<file path="src/rtl/iflpm_pkg.sv">
// iflpm_pkg: shared types, codes and checksum helpers for the ipv4 forwarding block
// used by iflpm_cell and ipv4_forward_lpm; no dependencies
`timescale 1ns / 1ps

package iflpm_pkg;

   localparam int ROUTE_ENTRIES_DEF = 64;
   localparam int ADDR_W            = 32;
   localparam int LEN_W             = 6;
   localparam int MAX_PREFIX        = 32;
   localparam int IHL_MIN           = 5;
   localparam int SUM_W             = 17;

   typedef enum logic [1:0] {
      OP_CLEAR = 2'd0,
      OP_ADD   = 2'd1,
      OP_HDR   = 2'd2,
      OP_NONE  = 2'd3
   } op_type;

   typedef enum logic [1:0] {
      ACT_LOCAL   = 2'd0,
      ACT_FORWARD = 2'd1,
      ACT_TTL_ERR = 2'd2,
      ACT_NOROUTE = 2'd3
   } action_type;

   // lookup token handed from cell to cell
   typedef struct packed {
      logic              vld;
      logic [ADDR_W-1:0] dest;
      logic [LEN_W-1:0]  best_len;
      logic [ADDR_W-1:0] hop;
   } query_type;

   // route write broadcast to all cells
   typedef struct packed {
      logic              en;
      logic [ADDR_W-1:0] dest;
      logic [LEN_W-1:0]  len;
      logic [ADDR_W-1:0] hop;
   } route_wr_type;

   // ones'-complement add of a 16-bit value with end-around carry
   function automatic logic [SUM_W-1:0] fold_add(input logic [SUM_W-1:0] acc,
                                                 input logic [15:0] v);
      logic [SUM_W:0] s;
      s = {1'b0, acc} + {2'b00, v};
      return SUM_W'(s[SUM_W:16]) + SUM_W'(s[15:0]);
   endfunction

   function automatic logic [SUM_W-1:0] add_word(input logic [SUM_W-1:0] acc,
                                                 input logic [31:0] w);
      logic [SUM_W-1:0] t;
      t = fold_add(acc, w[31:16]);
      return fold_add(t, w[15:0]);
   endfunction

   // prefix length 0..32 to network mask
   function automatic logic [ADDR_W-1:0] prefix_mask(input logic [LEN_W-1:0] len);
      return ~({ADDR_W{1'b1}} >> len);
   endfunction

endpackage

</file>
<file path="src/rtl/iflpm_cell.sv">
// iflpm_cell: one route table entry plus one stage of the lookup chain
// depends on iflpm_pkg
`timescale 1ns / 1ps

module iflpm_cell #(
   parameter int INDEX = 0,
   parameter int CNT_W = 7
) (
   input  logic                   clock,
   input  logic                   reset,
   input  iflpm_pkg::route_wr_type wr,
   input  logic [CNT_W-1:0]       route_count,
   input  iflpm_pkg::query_type   q_in,
   output iflpm_pkg::query_type   q_out
);

   logic [iflpm_pkg::ADDR_W-1:0] dest_ff;
   logic [iflpm_pkg::LEN_W-1:0]  len_ff;
   logic [iflpm_pkg::ADDR_W-1:0] hop_ff;
   logic                         vld_ff, vld_in;
   iflpm_pkg::query_type         q_ff, q_in_next;
   logic                         active, hit;

   assign active = CNT_W'(INDEX) < route_count;
   assign hit    = active && (len_ff > q_in.best_len) &&
                   ((q_in.dest & iflpm_pkg::prefix_mask(len_ff)) == dest_ff);

   always_comb begin
      q_in_next = q_in;
      if (hit) begin
         q_in_next.best_len = len_ff;
         q_in_next.hop      = hop_ff;
      end
      vld_in = q_in.vld;
   end

   // route entry written when the fill count points here
   always_ff @(posedge clock) begin
      if (wr.en && (route_count == CNT_W'(INDEX))) begin
         dest_ff <= wr.dest;
         len_ff  <= wr.len;
         hop_ff  <= wr.hop;
      end
   end

   always_ff @(posedge clock) begin
      if (reset) begin
         vld_ff <= 1'b0;
      end else begin
         vld_ff <= vld_in;
      end
   end

   always_ff @(posedge clock) begin
      q_ff <= q_in_next;
   end

   always_comb begin
      q_out     = q_ff;
      q_out.vld = vld_ff;
   end

endmodule

</file>
<file path="config.mk">
export PLATFORM = sky130hd
export DESIGN_NAME = iflpm_cell
export DESIGN_NICKNAME = d
export VERILOG_FILES = /design/src/rtl/iflpm_pkg.sv /design/src/rtl/iflpm_cell.sv
export SDC_FILE = /design/constraint.sdc
export NUM_CORES = 1
export LEC_CHECK = 0
export BUFFER_PORTS_ARGS = -buffer_cell sky130_fd_sc_hd__buf_4
export CELL_PAD_IN_SITES_DETAIL_PLACEMENT = 0
export CELL_PAD_IN_SITES_GLOBAL_PLACEMENT = 1
export CORE_UTILIZATION = 37
export DETAILED_ROUTE_END_ITERATION = 7
export GPL_ROUTABILITY_DRIVEN = 0
export HOLD_SLACK_MARGIN = 0.02
export PLACE_DENSITY = 0.91
export SLEW_MARGIN = 20
export SYNTH_ARGS = -nofsm -noshare
export SYNTH_HDL_FRONTEND = slang
export SYNTH_SLANG_ARGS = --single-unit
</file>
<file path="constraint.sdc">
create_clock -name clock -period 4.3 [get_ports clock]
set_input_delay 0.215 -clock clock [delete_from_list [all_inputs] [get_ports clock]]
set_output_delay 0.215 -clock clock [all_outputs]
set_load 0.1 [all_outputs]
</file>
==> flow_summary.yaml <==
route:
  viasPerCell: 4.83
  ant_nets: 0
  avgRoutedWirePerCell_microns: 17.7
  drc: 0
  wirelength_mm: 16.4
  drt_pass1_iterations: 5
  drtIter0Drc: 172
  routed-via-count: 4465
global_routing:
  grt.total_usage_pct: 23.2
  overflow: 0
  grt_pass1_vias: 4869
  grt_start_max_net_pins: 71
  antenna_found_initial: 0
  grt_pass1_wl_mm: 24.8
timing:
  period_share_pct: 86.2
  fin_skew_ps: 17.4
  setup_viol: 0
  finalHoldViolations: 0
  fin_tns_setup_ps: 0
  fmax_mhz: 270
  drv_slew: 0
  rsz0062_at_grt: "no"
  holdWs_ps: 48.4
  max_slew_margin_pct: 35.0
  worst_pin_slew_ps: 975
  period_minus_slack_ps: 3710
floorplan:
  design.die.area_sq_mm: 0.0145
  rows: 42
  die_w_microns: 121
  core_area_sq_mm: 0.0135
  start_util_pct: 38.7
  die_h_microns: 121
  io_pins: 222
power_and_ir_drop:
  swShare_pct: 26.4
  switching_power_uw: 938
  power.share.clock_pct: 42.2
  p_seq_share_pct: 41.1
  intPower_uw: 2610
  p_leak_uw: 0.00382
  cellPowerDensity_mw_per_mm2: 395
  p_comb_share_pct: 16.7
  peakVddDrop_v: 0.000207
logic_synthesis:
  synth_nets: 525
  async_reset_ff_share_pct: 0
  syn_area_per_cell_sq_um: 14.1
  synth_cell_types: 54
  synth_cells: 368
  ys_seq_elements: 141
  synth_flop_cell: "dfxtp_1"
  syn_area_sq_mm: 0.00520
  yosysSeqAreaShare_pct: 67.8
  yosys_warnings: 0
  synth_edf_count: 70
cts:
  cts.clk_slew.worst_paths_ps: 60
  cts_made_buffers: 17
  clock-root-buffer: "clkbuf_16"
  clock_latency_ps: 420
  cts_sinks: 141
  cts_hold_buf: 140
  postCtsSetupBuffers: 0
  h-tree-depth: 4
  cts-resized-gates: 0
  cts_tree: "yes"
  clockBufferDepth: 2
status:
  status: "completed"
setup_path:
  cpMaxStageDelayCell: "edfxtp_1"
  cp_data_required_time_ps: 4590
  crit_buf_inv: 2
  arrival_ps: 3990
  cpLargestDelayFamily: "simple AND/OR/NAND/NOR gates"
  worstPathMaxFanout: 38
  cp-start-kind: "register"
  crit_chain: "buf_4, or3_1, o21ai_0, xor2_1, o2111ai_1, or4_4, nor4_4, buf_4, mux2_1"
  crit_type: "reg2reg"
  end_kind: "register"
  crit_top_cell: "buf_4"
  cp_slowest_stage_delay_ps: 650
layout:
  layoutNonFillerInstCount: 924
  area_growth_pct: 73.2
  layout-drive-gt1-share_pct: 37.4
  antenna_cells: 0
  nets: 892
place:
  dp.cells: 752
  port_buffers: 221
  dp_hpwl_mm: 10.4
worst_hold_path:
  hp-class: "in2reg"
run:
  max_cap_violations: 0
[power groups by stage]
stage / Clock (uW) / Sequential (uW) / Combinational [uW]
3_5_place_dp: 0 / 1490 / 482
5_1_grt: 1580 / 1460 / 615
6_report: 1500 / 1460 / 593
2_1_floorplan: 0 / 1740 / 45.2
3_3_place_gp: 0 / 1490 / 477
4_1_cts: 1530 / 1460 / 586
[kinds of logic (layout without fill, tap and decap cells)]
kind of cell | Yosys count | after routing | synth area share [%]
xor gates and xnor gates | 14 | 14 | 2.36
adders and majority gates | 6 | 6 | 1.44
AOI/OAI and AO/OA | 62 | 62 | 8.35
muxes | 41 | 41 | 8.81
and+or+nand+nor | 67 | 67 | 7.65
buffers and inverters | 37 | 417 | 3.63
DFF | 141 | 141 | 67.8
[layout by cell type (no fill, tap or decap), types with 9 or more instances in the layout]
cell type,n
mux2_2,18
clkbuf_16,17
nand2_1,11
edfxtp_1,70
buf_4,225
dfxtp_1,71
mux2_1,20
dlygate4sd3_1,140
xor2_1,12
inv_1,20
o21ai_0,15
nor2b_1,9
[synthesized netlist by cell type (all sizes together), types with 4 or more instances]
| master | number | area (sq um) |
|---|---|---|
| xor2 | 12 | 105 |
| o22ai | 5 | 31.3 |
| a21oi | 6 | 30.0 |
| ha | 6 | 75.1 |
| edfxtp | 70 | 2100 |
| nand2b | 4 | 25.0 |
| nand3 | 8 | 40.0 |
| a31oi | 4 | 25.0 |
| clkbuf | 5 | 18.8 |
| o21ai | 15 | 75.1 |
| dfxtp | 71 | 1420 |
| buf | 12 | 95.1 |
| o21a | 5 | 37.5 |
| nand2 | 11 | 41.3 |
| or4 | 5 | 41.3 |
| o2111ai | 4 | 35.0 |
| nor2 | 8 | 30.0 |
| inv | 20 | 75.1 |
| nor2b | 9 | 56.3 |
| and3 | 4 | 25.0 |
| nand4 | 7 | 43.8 |
| mux2 | 38 | 428 |
[state kept, by name, indices dropped and copies added, names as in the netlist]
register	cells
hop_ff	32
dest_ff	32
q_out	70
vld_ff	1
len_ff	6
[final cells by class]
type / instances / area (sq um)
Fill cell: 935 / 4450
Sequential cell: 141 / 3520
Timing Repair Buffer: 365 / 3090
Multi-Input combinational cell: 190 / 1490
Clock buffer: 19 / 443
Tap cell: 176 / 220
Clock inverter: 13 / 163
Inverter: 20 / 75.1
[layer usage]
layer	vias to the layer above	GRT usage, %	wire length [microns]
li1	2092	-	-
met1	2121	24.6	6090
met2	226	42.3	8720
met3	26	6.84	1250
met4	0	10.0	327
met5	-	0	0
[worst paths after layout]
path | startpoint | to | slack, ps | depth (start not counted)
worst max register to register | len_ff[5] | q_out[31] | 590 | 9
worst min register to register | hop_ff[26] | q_out[26] | 460 | 1
worst max-delay path | len_ff[5] | q_out[31] | 590 | 9
worst min-delay path | q_in[37] | q_out[37] | 50 | 2
[through the flow]
stage	power (uW)	worst slack (ps)	utilization, %	area [sq um]
2_1_floorplan	1790	1240	-	5200
3_3_place_gp	1960	748	52.0	7000
3_5_place_dp	1970	673	52.0	7000
4_1_cts	3570	637	66.9	9000
5_1_grt	3650	434	66.9	9000
6_report	3550	595	66.9	9000
No activity file was read; power rests on OpenSTA's default activity.
